### config.mk
export PLATFORM = sky130hd
export DESIGN_NAME = tlb_address_translator_unit
export DESIGN_NICKNAME = d
export VERILOG_FILES = /design/src/rtl/tat_pkg.sv /design/src/rtl/tat_fifo.sv /design/src/rtl/tat_front.sv /design/src/rtl/tat_back.sv /design/src/rtl/tlb_address_translator_unit.sv
export SDC_FILE = /design/constraint.sdc
export NUM_CORES = 2
export LEC_CHECK = 0
export BUFFER_PORTS_ARGS = -buffer_cell sky130_fd_sc_hd__buf_2
export CORE_ASPECT_RATIO = 0.6
export CORE_UTILIZATION = 30
export CTS_CLUSTER_SIZE = 14
export DETAILED_ROUTE_END_ITERATION = 8
export PLACE_DENSITY = 0.49
export SLEW_MARGIN = 25
export SYNTH_ARGS = -nofsm -noshare
export SYNTH_HDL_FRONTEND = slang
export SYNTH_SLANG_ARGS = --single-unit
### constraint.sdc
create_clock -name clk -period 6 [get_ports clk]
set_clock_uncertainty 0.05 [all_clocks]
set_input_delay 0.3 -clock clk [delete_from_list [all_inputs] [get_ports clk]]
set_output_delay 0.3 -clock clk [all_outputs]
set_load 0.05 [all_outputs]
### src/rtl/tat_pkg.sv
// Shared types and constants for the TLB address translator.
// No dependencies; used by every module of the block except tat_fifo.
`default_nettype none

package tat_pkg;

	// Field widths
	localparam int VA_W     = 32;
	localparam int PA_W     = 12;
	localparam int VPN_W    = 25;
	localparam int FRAME_W  = 16;
	localparam int STATUS_W = 3;
	localparam int EIDX_IN_W = 4;
	localparam int TSIZE_W  = 5;

	// Defaults for the top-level parameters
	localparam int DEF_ENTRIES    = 16;
	localparam int DEF_PAGE_BYTES = 128;
	localparam int DEF_FRAMES     = 32;

	// Upper bounds over the parameter ranges (64 entries, pages of 16..4096 bytes)
	localparam int SLOT_W = 6;
	localparam int PAGE_W = 28;
	localparam int OFF_W  = 12;

	// Queue depths between the parts
	localparam int CMD_DEPTH = 2;
	localparam int RSP_DEPTH = 2;

	// Result status codes
	localparam logic [STATUS_W-1:0] ST_OK    = 3'd0;
	localparam logic [STATUS_W-1:0] ST_ADDR  = 3'd1;
	localparam logic [STATUS_W-1:0] ST_FAULT = 3'd2;
	localparam logic [STATUS_W-1:0] ST_RO    = 3'd3;
	localparam logic [STATUS_W-1:0] ST_BUS   = 3'd4;

	typedef enum logic [1:0] {
		KIND_XLATE = 2'd0,
		KIND_LOAD  = 2'd1,
		KIND_READ  = 2'd2,
		KIND_NONE  = 2'd3
	} kind_t;

	typedef enum logic [1:0] {
		SZ_BYTE = 2'd0,
		SZ_HALF = 2'd1,
		SZ_WORD = 2'd2,
		SZ_ODD  = 2'd3
	} size_t;

	// Configuration register indexes
	typedef enum logic {
		REG_TRANSLATE_MODE = 1'b0,
		REG_TABLE_SIZE     = 1'b1
	} reg_t;

	typedef enum logic {
		BK_LOOK = 1'b0,
		BK_EXEC = 1'b1
	} bk_state_t;

	typedef struct packed {
		logic [1:0]         kind;
		logic [VA_W-1:0]    virt_addr;
		logic [1:0]         access_size;
		logic               is_write;
		logic [EIDX_IN_W-1:0] entry_index;
		logic [VPN_W-1:0]   entry_vpn;
		logic [FRAME_W-1:0] entry_frame;
		logic               entry_valid;
		logic               entry_read_only;
		logic               entry_use;
		logic               entry_dirty;
	} req_t;

	typedef struct packed {
		logic [STATUS_W-1:0] status;
		logic [PA_W-1:0]     phys_addr;
		logic [VPN_W-1:0]    out_vpn;
		logic [FRAME_W-1:0]  out_frame;
		logic                out_valid;
		logic                out_read_only;
		logic                out_use;
		logic                out_dirty;
	} rsp_t;

	typedef struct packed {
		logic [VPN_W-1:0]   vpn;
		logic [FRAME_W-1:0] frame;
		logic               valid;
		logic               read_only;
		logic               used;
		logic               dirty;
	} entry_t;

	// Classified command from front to back
	typedef struct packed {
		kind_t             op;
		logic              pre_err;   // address error known up front
		logic              assoc;
		logic              is_write;
		logic [SLOT_W-1:0] slot;
		logic              slot_ok;
		logic [PAGE_W-1:0] page;
		logic [OFF_W-1:0]  offset;
		entry_t            data;
	} cmd_t;

endpackage

`default_nettype wire

### src/rtl/tat_fifo.sv
// Small synchronous queue with registered storage.
// Generic over the payload type; no package dependency.
`default_nettype none

module tat_fifo #(
	parameter type T = logic,
	parameter int DEPTH = 2
) (
	input  wire logic clk,
	input  wire logic arst_n,
	input  wire logic wr,
	input  wire T     wdata,
	output logic      full,
	input  wire logic rd,
	output T          rdata,
	output logic      empty
);

	localparam int PTR_W = (DEPTH > 1) ? $clog2(DEPTH) : 1;
	localparam int CNT_W = $clog2(DEPTH + 1);
	localparam logic [PTR_W-1:0] LAST = PTR_W'(DEPTH - 1);
	localparam logic [CNT_W-1:0] FULL_CNT = CNT_W'(DEPTH);

	T                 data_q [DEPTH];
	logic [PTR_W-1:0] wptr_q, rptr_q;
	logic [CNT_W-1:0] cnt_q;
	logic             do_wr, do_rd;

	assign full  = (cnt_q == FULL_CNT);
	assign empty = (cnt_q == '0);
	assign do_wr = wr && !full;
	assign do_rd = rd && !empty;
	assign rdata = data_q[rptr_q];

	always_ff @(posedge clk or negedge arst_n) begin
		if (!arst_n) begin
			wptr_q <= '0;
			rptr_q <= '0;
			cnt_q  <= '0;
		end else begin
			if (do_wr) begin
				wptr_q <= (wptr_q == LAST) ? '0 : wptr_q + PTR_W'(1);
			end
			if (do_rd) begin
				rptr_q <= (rptr_q == LAST) ? '0 : rptr_q + PTR_W'(1);
			end
			if (do_wr && !do_rd) begin
				cnt_q <= cnt_q + CNT_W'(1);
			end else if (do_rd && !do_wr) begin
				cnt_q <= cnt_q - CNT_W'(1);
			end
		end
	end

	always_ff @(posedge clk) begin
		if (do_wr) begin
			data_q[wptr_q] <= wdata;
		end
	end

endmodule

`default_nettype wire

### src/rtl/tat_front.sv
// Front end: takes request transfers and classifies them into commands.
// Depends on tat_pkg.
`default_nettype none

module tat_front #(
	parameter int ENTRIES    = tat_pkg::DEF_ENTRIES,
	parameter int PAGE_BYTES = tat_pkg::DEF_PAGE_BYTES
) (
	input  wire tat_pkg::req_t             req,
	input  wire logic                      push,
	output logic                           full,
	input  wire logic                      translate_mode,
	input  wire logic [tat_pkg::TSIZE_W-1:0] table_size,
	input  wire logic                      cmd_full,
	output logic                           cmd_push,
	output tat_pkg::cmd_t                  cmd
);

	localparam int OFFB = $clog2(PAGE_BYTES);
	localparam int CMP_W = tat_pkg::SLOT_W + 1;
	localparam logic [tat_pkg::VA_W-1:0] OFF_MASK = tat_pkg::VA_W'(PAGE_BYTES - 1);
	localparam logic [tat_pkg::PAGE_W-1:0] ENT_L = tat_pkg::PAGE_W'(ENTRIES);
	localparam logic [CMP_W-1:0] ENT_C = CMP_W'(ENTRIES);

	logic [tat_pkg::PAGE_W-1:0] page, tsz, limit;
	logic                       misaligned;

	assign full     = cmd_full;
	assign cmd_push = push && !cmd_full;

	always_comb begin
		page  = tat_pkg::PAGE_W'(req.virt_addr >> OFFB);
		tsz   = tat_pkg::PAGE_W'(table_size);
		limit = (tsz > ENT_L) ? ENT_L : tsz;

		unique case (tat_pkg::size_t'(req.access_size))
			tat_pkg::SZ_WORD: misaligned = (req.virt_addr[1:0] != 2'b00);
			tat_pkg::SZ_HALF: misaligned = req.virt_addr[0];
			default:          misaligned = 1'b0;
		endcase

		cmd.op             = tat_pkg::kind_t'(req.kind);
		cmd.assoc          = translate_mode;
		cmd.is_write       = req.is_write;
		cmd.page           = page;
		cmd.offset         = tat_pkg::OFF_W'(req.virt_addr & OFF_MASK);
		cmd.data.vpn       = req.entry_vpn;
		cmd.data.frame     = req.entry_frame;
		cmd.data.valid     = req.entry_valid;
		cmd.data.read_only = req.entry_read_only;
		cmd.data.used      = req.entry_use;
		cmd.data.dirty     = req.entry_dirty;
		cmd.slot_ok        = CMP_W'(req.entry_index) < ENT_C;

		if (cmd.op == tat_pkg::KIND_XLATE) begin
			// linear mode indexes by page number; beyond the table is an address error
			cmd.slot    = tat_pkg::SLOT_W'(page);
			cmd.pre_err = misaligned || (!translate_mode && (page >= limit));
		end else begin
			cmd.slot    = tat_pkg::SLOT_W'(req.entry_index);
			cmd.pre_err = 1'b0;
		end
	end

endmodule

`default_nettype wire

### src/rtl/tat_back.sv
// Back end: entry store, associative compare, checks and use/dirty update.
// Depends on tat_pkg.
`default_nettype none

module tat_back #(
	parameter int ENTRIES    = tat_pkg::DEF_ENTRIES,
	parameter int PAGE_BYTES = tat_pkg::DEF_PAGE_BYTES,
	parameter int FRAMES     = tat_pkg::DEF_FRAMES
) (
	input  wire logic    clk,
	input  wire logic    arst_n,
	input  wire tat_pkg::cmd_t cmd,
	input  wire logic    cmd_empty,
	output logic         cmd_pop,
	input  wire logic    rsp_full,
	output logic         rsp_push,
	output tat_pkg::rsp_t rsp
);

	localparam int EIDX_W = $clog2(ENTRIES);
	localparam int OFFB = $clog2(PAGE_BYTES);
	localparam logic [tat_pkg::FRAME_W-1:0] FRAME_LIM = tat_pkg::FRAME_W'(FRAMES);

	tat_pkg::entry_t    store_q [ENTRIES];
	tat_pkg::bk_state_t state_q, state_d;
	tat_pkg::cmd_t      cmd_s1;
	logic [ENTRIES-1:0] match, match_s1;

	logic [EIDX_W-1:0]  hit_idx, sel_idx;
	tat_pkg::entry_t    sel, wr_entry;
	logic               wr_en;
	logic [tat_pkg::VA_W-1:0] pa_full;

	// Associative compare against every slot
	always_comb begin
		for (int k = 0; k < ENTRIES; k++) begin
			match[k] = store_q[k].valid &&
				(tat_pkg::PAGE_W'(store_q[k].vpn) == cmd.page);
		end
	end

	// Next state
	always_comb begin
		state_d = state_q;
		unique case (state_q)
			tat_pkg::BK_LOOK: if (!cmd_empty) state_d = tat_pkg::BK_EXEC;
			tat_pkg::BK_EXEC: if (!rsp_full) state_d = tat_pkg::BK_LOOK;
			default:          state_d = tat_pkg::BK_LOOK;
		endcase
	end

	// Handshake outputs
	always_comb begin
		cmd_pop  = 1'b0;
		rsp_push = 1'b0;
		unique case (state_q)
			tat_pkg::BK_LOOK: cmd_pop  = !cmd_empty;
			tat_pkg::BK_EXEC: rsp_push = !rsp_full;
			default: ;
		endcase
	end

	// Lowest matching slot wins
	always_comb begin
		hit_idx = '0;
		for (int k = ENTRIES - 1; k >= 0; k--) begin
			if (match_s1[k]) hit_idx = EIDX_W'(k);
		end
		sel_idx = (cmd_s1.op == tat_pkg::KIND_XLATE && cmd_s1.assoc) ?
			hit_idx : cmd_s1.slot[EIDX_W-1:0];
		sel     = store_q[sel_idx];
		pa_full = (tat_pkg::VA_W'(sel.frame) << OFFB) | tat_pkg::VA_W'(cmd_s1.offset);
	end

	// Execute: result and store update
	always_comb begin
		rsp      = '0;
		wr_en    = 1'b0;
		wr_entry = sel;
		unique case (cmd_s1.op)
			tat_pkg::KIND_XLATE: begin
				priority if (cmd_s1.pre_err) begin
					rsp.status = tat_pkg::ST_ADDR;
				end else if (cmd_s1.assoc && (match_s1 == '0)) begin
					rsp.status = tat_pkg::ST_FAULT;
				end else if (!cmd_s1.assoc && !sel.valid) begin
					rsp.status = tat_pkg::ST_FAULT;
				end else if (sel.read_only && cmd_s1.is_write) begin
					rsp.status = tat_pkg::ST_RO;
				end else if (sel.frame >= FRAME_LIM) begin
					rsp.status = tat_pkg::ST_BUS;
				end else begin
					rsp.status     = tat_pkg::ST_OK;
					rsp.phys_addr  = pa_full[tat_pkg::PA_W-1:0];
					wr_en          = 1'b1;
					wr_entry.used  = 1'b1;
					wr_entry.dirty = sel.dirty || cmd_s1.is_write;
				end
			end
			tat_pkg::KIND_LOAD: begin
				wr_en    = cmd_s1.slot_ok;
				wr_entry = cmd_s1.data;
			end
			tat_pkg::KIND_READ: begin
				if (cmd_s1.slot_ok) begin
					rsp.out_vpn       = sel.vpn;
					rsp.out_frame     = sel.frame;
					rsp.out_valid     = sel.valid;
					rsp.out_read_only = sel.read_only;
					rsp.out_use       = sel.used;
					rsp.out_dirty     = sel.dirty;
				end
			end
			default: ;
		endcase
	end

	always_ff @(posedge clk or negedge arst_n) begin
		if (!arst_n) begin
			state_q <= tat_pkg::BK_LOOK;
			for (int k = 0; k < ENTRIES; k++) begin
				store_q[k] <= '0;
			end
		end else begin
			state_q <= state_d;
			if (rsp_push && wr_en) begin
				store_q[sel_idx] <= wr_entry;
			end
		end
	end

	always_ff @(posedge clk) begin
		if (cmd_pop) begin
			cmd_s1   <= cmd;
			match_s1 <= match;
		end
	end

endmodule

`default_nettype wire

### src/rtl/tlb_address_translator_unit.sv
// Top level of the TLB address translator: config registers, front end,
// command queue, back end and result queue. Depends on tat_pkg, tat_front,
// tat_fifo and tat_back.
// Usage:
//  - Requests enter as a queue write: req is taken on a clock edge with push
//    high and full low. Kind selects translate, load slot or read slot.
//  - Results leave as a queue read: while empty is low, rsp holds the oldest
//    result; pop high on an edge completes its transfer. Every request gives
//    exactly one result, in order.
//  - Config: cfg_wr_en writes cfg_data into register cfg_index (0 translate
//    mode, 1 table size) at the edge; only while the block is idle.
//  - Path: a request passes the command queue, the back end's registered
//    compare stage and the result queue before it shows on rsp.
//  - The back end takes one request at a time: in its look state it
//    registers the slot compare vector; in its exec state it picks the lowest
//    hit, checks and updates the store, and holds while the result queue is full.
//  - A two-entry command queue separates front and back, a two-entry result
//    queue separates back and receiver. When the receiver stalls, results
//    collect, then the back end holds, then full rises.
//  - Reset: slots cleared (invalid), associative mode, table size 16, queues empty.
`default_nettype none

module tlb_address_translator_unit #(
	parameter int ENTRIES    = tat_pkg::DEF_ENTRIES,
	parameter int PAGE_BYTES = tat_pkg::DEF_PAGE_BYTES,
	parameter int FRAMES     = tat_pkg::DEF_FRAMES
) (
	input  wire logic                        clk,
	input  wire logic                        arst_n,
	input  wire logic                        push,
	output logic                             full,
	input  wire tat_pkg::req_t               req,
	output logic                             empty,
	input  wire logic                        pop,
	output tat_pkg::rsp_t                    rsp,
	input  wire logic                        cfg_wr_en,
	input  wire logic                        cfg_index,
	input  wire logic [tat_pkg::TSIZE_W-1:0] cfg_data
);

	logic                        mode_q;
	logic [tat_pkg::TSIZE_W-1:0] tsize_q;

	// Front to back
	tat_pkg::cmd_t cmd_in, cmd_out;
	logic          cmd_push, cmd_full, cmd_pop, cmd_empty;

	// Back to result queue
	tat_pkg::rsp_t rsp_in;
	logic          rsp_push, rsp_full;

	// Config registers
	always_ff @(posedge clk or negedge arst_n) begin
		if (!arst_n) begin
			mode_q  <= 1'b1;
			tsize_q <= tat_pkg::TSIZE_W'(16);
		end else if (cfg_wr_en) begin
			unique case (tat_pkg::reg_t'(cfg_index))
				tat_pkg::REG_TRANSLATE_MODE: mode_q  <= cfg_data[0];
				tat_pkg::REG_TABLE_SIZE:     tsize_q <= cfg_data;
				default: ;
			endcase
		end
	end

	tat_front #(
		.ENTRIES    (ENTRIES),
		.PAGE_BYTES (PAGE_BYTES)
	) u_front (
		.req            (req),
		.push           (push),
		.full           (full),
		.translate_mode (mode_q),
		.table_size     (tsize_q),
		.cmd_full       (cmd_full),
		.cmd_push       (cmd_push),
		.cmd            (cmd_in)
	);

	tat_fifo #(
		.T     (tat_pkg::cmd_t),
		.DEPTH (tat_pkg::CMD_DEPTH)
	) u_cmd_q (
		.clk    (clk),
		.arst_n (arst_n),
		.wr     (cmd_push),
		.wdata  (cmd_in),
		.full   (cmd_full),
		.rd     (cmd_pop),
		.rdata  (cmd_out),
		.empty  (cmd_empty)
	);

	tat_back #(
		.ENTRIES    (ENTRIES),
		.PAGE_BYTES (PAGE_BYTES),
		.FRAMES     (FRAMES)
	) u_back (
		.clk       (clk),
		.arst_n    (arst_n),
		.cmd       (cmd_out),
		.cmd_empty (cmd_empty),
		.cmd_pop   (cmd_pop),
		.rsp_full  (rsp_full),
		.rsp_push  (rsp_push),
		.rsp       (rsp_in)
	);

	// Result queue; transfer to the receiver on pop
	tat_fifo #(
		.T     (tat_pkg::rsp_t),
		.DEPTH (tat_pkg::RSP_DEPTH)
	) u_rsp_q (
		.clk    (clk),
		.arst_n (arst_n),
		.wr     (rsp_push),
		.wdata  (rsp_in),
		.full   (rsp_full),
		.rd     (pop),
		.rdata  (rsp),
		.empty  (empty)
	);

endmodule

`default_nettype wire

# ---- Word-level counts from Yosys, hierarchy flattened
# Memories as Yosys holds them, arrays and structs flattened.
# Index checks and enable logic that the tools add are counted.
dict set report totals {
  ramBits 296
  n_memories 2
  input_bits 97
  output_inout_bits 62
  reg_bits 818
}
dict set report classes {
  n_bitwise 4
  mux 70
  order_cmp 5
  reduce_logical 55
  n_addsub 8
  eq_ne 22
}
# memory words word_bits read_ports rd_ports_with_merged_regs write_ports line_no
set mem_list {}
lappend mem_list {u_cmd_q.data_q 2 88 1 0 1 tat_fifo.sv:24} ;# T data_q [DEPTH];
lappend mem_list {u_rsp_q.data_q 2 60 1 0 1 tat_fifo.sv:24}
# cell count
set op_table {}
lappend op_table {{bitwise mux 720 bit} 1}
lappend op_table {{equality test 25 x 28 -> 1 bit} 16}
lappend op_table {{two-way mux 45 bit} 5}
lappend op_table {{binary-select mux 45 bit (select 4 bit)} 1}
lappend op_table {{demux 45 bit (select 4 bit)} 1}
lappend op_table {{two-way mux 4 bit} 17}
lappend op_table {{two-way mux 12 bit} 5}
lappend op_table {{two-way mux 43 bit} 1}
lappend op_table {{logical AND 1 bit} 32}
lappend op_table {{greater-or-equal comparator 25 x 28 -> 1 bit} 1}
lappend op_table {{two-way mux 1 bit} 18}
lappend op_table {{two-way mux 2 bit} 9}
lappend op_table {{greater-or-equal comparator 16 x 6 -> 1 bit (second input constant)} 1}
lappend op_table {{zero test 16 bit} 1}
lappend op_table {{two-way mux 15 bit} 1}
lappend op_table {{two-way mux 3 bit} 5}
lappend op_table {{bitwise OR 12 bit} 1}
lappend op_table {{zero test 1 bit} 11}
lappend op_table {{equality test 2 bit (second input constant)} 4}
lappend op_table {{zero test 2 bit} 4}
lappend op_table {{two-way mux 6 bit} 1}
lappend op_table {{case mux 1 bit (2 select lines)} 3}
lappend op_table {{nonzero test 2 bit} 3}
lappend op_table {{greater-or-equal comparator 5 bit (second input constant)} 1}
lappend op_table {{12 further kinds} 21}

# ---- Logic depth before layout (Yosys ltp)
dict set report depth {
  word_depth 29
  depth_mapped 17
  ltp_nobuf 11
}

# ---- Hierarchy
# From an unflattened synthesis, not the netlist that was laid out.
dict set report hier_totals {
  hier_cells 4518
  area_unflattened_um2 55539.5
}
# module cells_per_inst instances area_per_inst_um2
set modules_own_cells {}
lappend modules_own_cells {tat_back 3841 1 42205.5}
lappend modules_own_cells {{tat_fifo at u_cmd_q} 321 1 7269.5}
lappend modules_own_cells {{tat_fifo at u_rsp_q} 206 1 4828.4}
lappend modules_own_cells {tat_front 136 1 999.7}
lappend modules_own_cells {tlb_address_translator_unit 14 1 236.5}

# ---- Worst setup path before layout
# Ideal clock, no wire load.
dict set report synth_timing {
  path_kind {register to register}
  startpoint {register u_back.cmd_s1[96] in the netlist's numbering}
  endpoint {register u_back.store_q[405] in the netlist's numbering}
  setup_time_ps 128
  n_path_buf 4
  path_slack_ps 1092
  required_ps 5822
  path_stages_with_launch 16
  arrival_time_ps 4730
  cell_sequence {edfxtp_1 -> clkbuf_1 -> nor3b_4 -> mux2_2 -> a21o_2 -> nor2_1 -> buf_6 -> mux2i_1 -> o221ai_1 -> or4_1 -> a2111oi_4 -> a41oi_4 -> buf_6 -> nor4_4 -> buf_6 -> mux2_1}
}
dict set report synth_between {
  elab_chain_cells 15
}
# item line_no
set synth_rtl {}
lappend synth_rtl {{start, declared} tat_back.sv:26} ;# tat_pkg::cmd_t cmd_s1;
lappend synth_rtl {{start signal, assigned} tat_back.sv:134} ;# cmd_s1 <= cmd;
lappend synth_rtl {{zero test 2 bit} {tat_back.sv:69, tat_back.sv:80}}
lappend synth_rtl {{logical AND 1 bit} tat_back.sv:69} ;# sel_idx = (cmd_s1.op == tat_pkg::KIND_XLATE && cmd_s1.assoc) ?
lappend synth_rtl {{two-way mux 4 bit} tat_back.sv:69}
lappend synth_rtl {{inverter 4 -> 5 bit (implied by the code)} {tat_back.sv:71, tat_back.sv:127}}
lappend synth_rtl {{binary-select mux 45 bit (select 4 bit)} tat_back.sv:71} ;# sel = store_q[sel_idx];
lappend synth_rtl {{two-way mux 45 bit (implied by the code) (2 in a row)} tat_back.sv:71}
lappend synth_rtl {{greater-or-equal comparator 16 x 6 -> 1 bit or logical OR 1 bit (tied branches)} {tat_back.sv:90, tat_back.sv:97}}
lappend synth_rtl {{two-way mux 2 bit or two-way mux 1 bit (tied branches)} tat_back.sv:90} ;# end else if (sel.frame >= FRAME_LIM) begin
lappend synth_rtl {{two-way mux 2 bit or two-way mux 1 bit (tied branches)} tat_back.sv:88} ;# end else if (sel.read_only && cmd_s1.is_write) begin
lappend synth_rtl {{two-way mux 2 bit or two-way mux 1 bit (tied branches)} tat_back.sv:86} ;# end else if (!cmd_s1.assoc && !sel.valid) begin
lappend synth_rtl {{two-way mux 2 bit or two-way mux 1 bit (tied branches)} tat_back.sv:84} ;# end else if (cmd_s1.assoc && (match_s1 == '0)) begin
lappend synth_rtl {{two-way mux 2 bit or two-way mux 1 bit (tied branches)} tat_back.sv:82} ;# priority if (cmd_s1.pre_err) begin
lappend synth_rtl {{case mux 2 bit (2 select lines) or case mux 1 bit (2 select lines) (tied branches)} tat_back.sv:80} ;# unique case (cmd_s1.op)
lappend synth_rtl {{bitwise mux 720 bit or logical AND 1 bit (tied branches)} {tat_back.sv:127, tat_back.sv:126}}
lappend synth_rtl {{end signal, assigned by index} tat_back.sv:127} ;# store_q[sel_idx] <= wr_entry;
lappend synth_rtl {{end, declared} tat_back.sv:24} ;# tat_pkg::entry_t store_q [ENTRIES];
# Several ways; a longest one is shown, not always the timed one. The select of a mux whose other input is x is not followed.
# A chain may end at the register's enable or synchronous reset.

# ---- Worst setup path in the final report
dict set report layout_timing {
  startpoint {register u_back.cmd_s1[96] in the netlist's numbering}
  endpoint {register u_back.store_q[464] in the netlist's numbering}
}
dict set report layout_between {
  elab_chain_cells 15
}
# item line_no
set layout_rtl {}
lappend layout_rtl {{zero test 2 bit} {tat_back.sv:69, tat_back.sv:80}}
lappend layout_rtl {{logical AND 1 bit} tat_back.sv:69}
lappend layout_rtl {{two-way mux 4 bit} tat_back.sv:69}
lappend layout_rtl {{inverter 4 -> 5 bit (implied by the code)} {tat_back.sv:71, tat_back.sv:127}}
lappend layout_rtl {{binary-select mux 45 bit (select 4 bit)} tat_back.sv:71}
lappend layout_rtl {{two-way mux 45 bit (implied by the code) (2 in a row)} tat_back.sv:71}
lappend layout_rtl {{greater-or-equal comparator 16 x 6 -> 1 bit} tat_back.sv:90}
lappend layout_rtl {{two-way mux 1 bit} tat_back.sv:90}
lappend layout_rtl {{two-way mux 1 bit} tat_back.sv:88}
lappend layout_rtl {{two-way mux 1 bit} tat_back.sv:86}
lappend layout_rtl {{two-way mux 1 bit} tat_back.sv:84}
lappend layout_rtl {{two-way mux 1 bit} tat_back.sv:82}
lappend layout_rtl {{case mux 1 bit (2 select lines)} tat_back.sv:80}
lappend layout_rtl {{logical AND 1 bit} tat_back.sv:126} ;# if (rsp_push && wr_en) begin
# Several ways; a longest one is shown, not always the timed one. The select of a mux whose other input is x is not followed.

==> results_dict.tcl <==
set metrics [dict create \
    status "complete, but fails checks" \
    violations "DRC" \
    grt_pass1_wl_mm 290 \
    cts_buffers 115 \
    drive_gt1_frac 0.288 \
    synth_ff_type "dfrtp_1" \
    finalSetupViolCount 0 \
    regArea_sq_um 29500 \
    synth.top_cells.by_area "dfrtp_1 34%, edfxtp_1 21%, mux2_2 16%, xnor2_1 4.3%, nand2_1 4.2%" \
    startpoint_type "flip-flop" \
    synth-xor-area-share 0.0673 \
    hold_violations 0 \
    top_level_ports 159 \
    die_area_sq_um 180000 \
    drv_cap 0 \
    ys_warn_count 0 \
    synth-seq-area-share 0.552 \
    slew_viol_final 0 \
    maxUsedRoutingLayer "met5" \
    num_rows 119 \
    cp_max_fo 35 \
    syn-num-nets 4454 \
    fin_crit_sh 0.958 \
    netlist_instances 4348 \
    cp_top_family "compound AO/OA/AOI/OAI gates" \
    die_w_microns 547 \
    path_cells "buf_4 > or3b_4 > nand2_1 > o211ai_1 > nand2_8 > a31oi_1 > a211oi_1 > nand4_1 > a2111oi_4 > a41oi_4 > buf_4 > nor4_4 > buf_12 > mux2_2" \
    syn_to_final_growth_pct 18.5 \
    synthArstFlopShare 0.666 \
    routedLengthMet1_mm 98.0 \
    p_leak_uw 0.0260 \
    cp.buffers_inverters 3 \
    slew_headroom 0.229 \
    clk_latency_ns 0.79 \
    syn_area_per_cell_sq_um 12.3 \
    grt_overflow_total 0 \
    wl_met3_mm 29.9 \
    wl_per_cell_microns 29.3 \
    dp_hpwl_mm 142 \
    cp.arrival_ns 6.29 \
    clock-root-buffer "clkbuf_16" \
    fill_cells 17200 \
    start_util 0.303 \
    die_y_microns 329 \
    synthMuxAreaShare 0.193 \
    clk_pin_slew_ns 0.07 \
    cts.sinks 1104 \
    synth.cell_area_sq_um 53400 \
    path_class "flip-flop to flip-flop" \
    drt_pre_antenna_iters 8 \
    synth-simple-area-share 0.106 \
    min_path_type "input pin to flip-flop" \
    synth_edf_count 369 \
    synth_top_area_cell "dfrtp_1" \
    cts_tree "built" \
    synth_compound_area_frac 0.0525 \
    place_area_sq_um 58200 \
    antenna_found_initial 17 \
    power.density_nw_per_um2 651 \
    synth_fa_ha_area_frac 0.00211 \
    yosysTopAreaCellShare 0.344 \
    cp_slowest_cell "a211oi_1" \
    grt_max_degree 133 \
    tns_ns 0 \
    viasPerCell 5.39 \
    cp-end-kind "flip-flop" \
    synth_top_family_by_area "multiplexers" \
    dr_wl_met2_mm 75.2 \
    period_needed_ns 5.75 \
    core_sq_um 176000 \
    ys_ff_latch 1104 \
    routed_wl_mm 207 \
    drc_errors 2 \
    clock.fmax_mhz 174 \
    grt_usage 0.227 \
    antenna_left 0 \
    portBuffers 158 \
    cts_max_level 3 \
    dr_total_vias 38000 \
    rsz0062_at_grt "no" \
    required_ns 6.54 \
    cts_buffer_depth 3 \
    grt_pass1_vias 36600 \
    multi_input_area_sq_um 22900 \
    gp_congestion 0.999 \
    power_uw 41200 \
    tightest_slew_ns 1.13 \
    cpPeakStageDelay_ns 0.77 \
    stdcell_area_sq_um 63200 \
    drt_iter0_drc 4162 \
    ir_drop_mv 0.341 \
    critPathMostFrequentCell "buf_4" \
    final_nets 4700 \
    yosysUniqueCellTypes 70 \
]
## power breakdown
part	total, uW	internal [uW]	switching (uW)
clock network	7640	4370	3270
logic	21100	6290	14800
registers	12500	10600	1870
total	41200	21200	19900
## per-stage QoR
step,worst slack (ns),hold WS [ns],utilization,std cells
6_report,0.250,0.118,0.359,7058
2_1_floorplan,1.09,-0.0456,-,4348
3_3_place_gp,0.335,0.328,0.330,6734
5_1_grt,0.0999,0.125,0.359,7054
4_1_cts,0.313,0.0675,0.359,7050
3_5_place_dp,0.400,0.332,0.330,6735
## area by class of cell
cell class / count / share of cell area
Antenna cell: 7 / 0.000277
Clock buffer: 164 / 0.0516
Clock inverter: 51 / 0.0113
Inverter: 22 / 0.00135
Multi-Input combinational cell: 2904 / 0.363
Sequential cell: 1104 / 0.466
Tap cell: 2359 / 0.0467
Timing Repair Buffer: 447 / 0.0598
## final timing paths
| path | startpoint | end | slack, ns | depth (start not counted) |
|---|---|---|---|---|
| setup / recovery | u_back.cmd_s1[96]$_DFFE_PP_ | u_back.store_q[464]$_DFFE_PN0P_ | 0.25 | 14 |
| hold / removal | req[50] | u_cmd_q.data_q[1][85]$_DFFE_PP_ | 0.12 | 5 |
| min in group asynchronous | arst_n | u_back.store_q[577]$_DFFE_PN0P_ | 0.14 | 2 |
| max in group asynchronous | arst_n | u_cmd_q.rptr_q$_DFFE_PN0P_ | 4.27 | 3 |
| setup reg to reg | u_back.cmd_s1[96]$_DFFE_PP_ | u_back.store_q[464]$_DFFE_PN0P_ | 0.25 | 14 |
| hold reg to reg | u_back.store_q[642]$_DFFE_PN0P_ | u_back.store_q[642]$_DFFE_PN0P_ | 0.43 | 1 |
## routing by layer
metal	vias to the layer above	track usage
li1	16200	-
met1	19800	0.341
met2	1756	0.278
met3	211	0.120
met4	6	0.0453
met5	-	0
## cell families after synthesis
kind of cell | Yosys count
compound gates | 393
xor+xnor | 410
fa+ha+maj | 9
buf+inv | 340
flops | 1104
mux | 922
simple gates | 1170
## synthesized netlist by cell type, types with 7 or more instances
library cell / instances
a211oi_1: 32
a21o_1: 33
a21oi_1: 43
a311oi_1: 99
a31oi_1: 39
and3_1: 78
buf_1: 31
buf_2: 71
buf_6: 10
clkbuf_1: 205
dfrtp_1: 733
edfxtp_1: 369
ha_1: 9
inv_1: 22
mux2_1: 129
mux2_2: 742
mux2i_1: 51
nand2_1: 592
nand3_1: 240
nand4_1: 36
nor2_1: 61
nor2b_1: 10
nor3_1: 10
nor3_4: 9
nor4_1: 99
nor4_4: 8
o211ai_1: 8
o21a_1: 7
o21ai_0: 92
xnor2_1: 263
xor2_1: 147
## worst reg2reg max path, cell delays in order (launching register included)
cell and delay, ns:
edfxtp_1 0.43, buf_4 0.27, or3b_4 0.45, nand2_1 0.29
o211ai_1 0.44, nand2_8 0.47, a31oi_1 0.16, a211oi_1 0.77
nand4_1 0.27, a2111oi_4 0.44, a41oi_4 0.16, buf_4 0.24
nor4_4 0.32, buf_12 0.37, mux2_2 0.45
## repair_timing
| action | in CTS | in global routing |
|---|---|---|
| endpoints found under the hold margin | 252 | 0 |
| endpoints found under the setup margin | 0 | 11 |
| hold buffers | 100 | 0 |
| buffers inserted | 0 | 0 |
| gates resized for setup | 0 | 2 |
## flip-flops by register name, summed over array words and instances, names as in the netlist
name and count:
mode_q 1, u_cmd_q.wptr_q 1, u_cmd_q.rptr_q 1, u_back.state_q 1, u_back.match_s1 16, u_cmd_q.data_q 172
u_back.store_q 720, tsize_q 5, u_cmd_q.cnt_q 2, u_rsp_q.rptr_q 1, u_back.cmd_s1 61, u_rsp_q.wptr_q 1
u_rsp_q.cnt_q 2, u_rsp_q.data_q 120
## cells in the final DEF, fill, tap and decap left out, types with 10 or more instances in the layout
cell type      synthesis  final
mux2i_4                0     21
a21oi_1               43     42
xnor2_1              263    261
edfxtp_1             369    369
a31oi_1               39     39
o21ai_1                1     23
mux2i_1               51     26
nand4_1               36     36
and3_1                78     77
inv_1                 22     21
clkbuf_16              0    117
nand2_1              592    589
buf_4                  1    145
mux2_1               129    129
clkinv_1               0     10
a311oi_1              99     99
bufinv_16              0     13
nor2_1                61     56
clkbuf_1             205     31
clkinv_2               0     16
dlygate4sd3_1          0    100
xor2_1               147    146
buf_2                 71    157
a211oi_1              32     32
clkbuf_8               0     16
dfrtp_1              733    731
o21ai_0               92     67
nor4_1                99     95
nand3_1              240    240
nor3_1                10     10
buf_12                 0     43
a21o_1                33     33
mux2_2               742    742
Note: power is estimated with default switching activity, not from simulation.
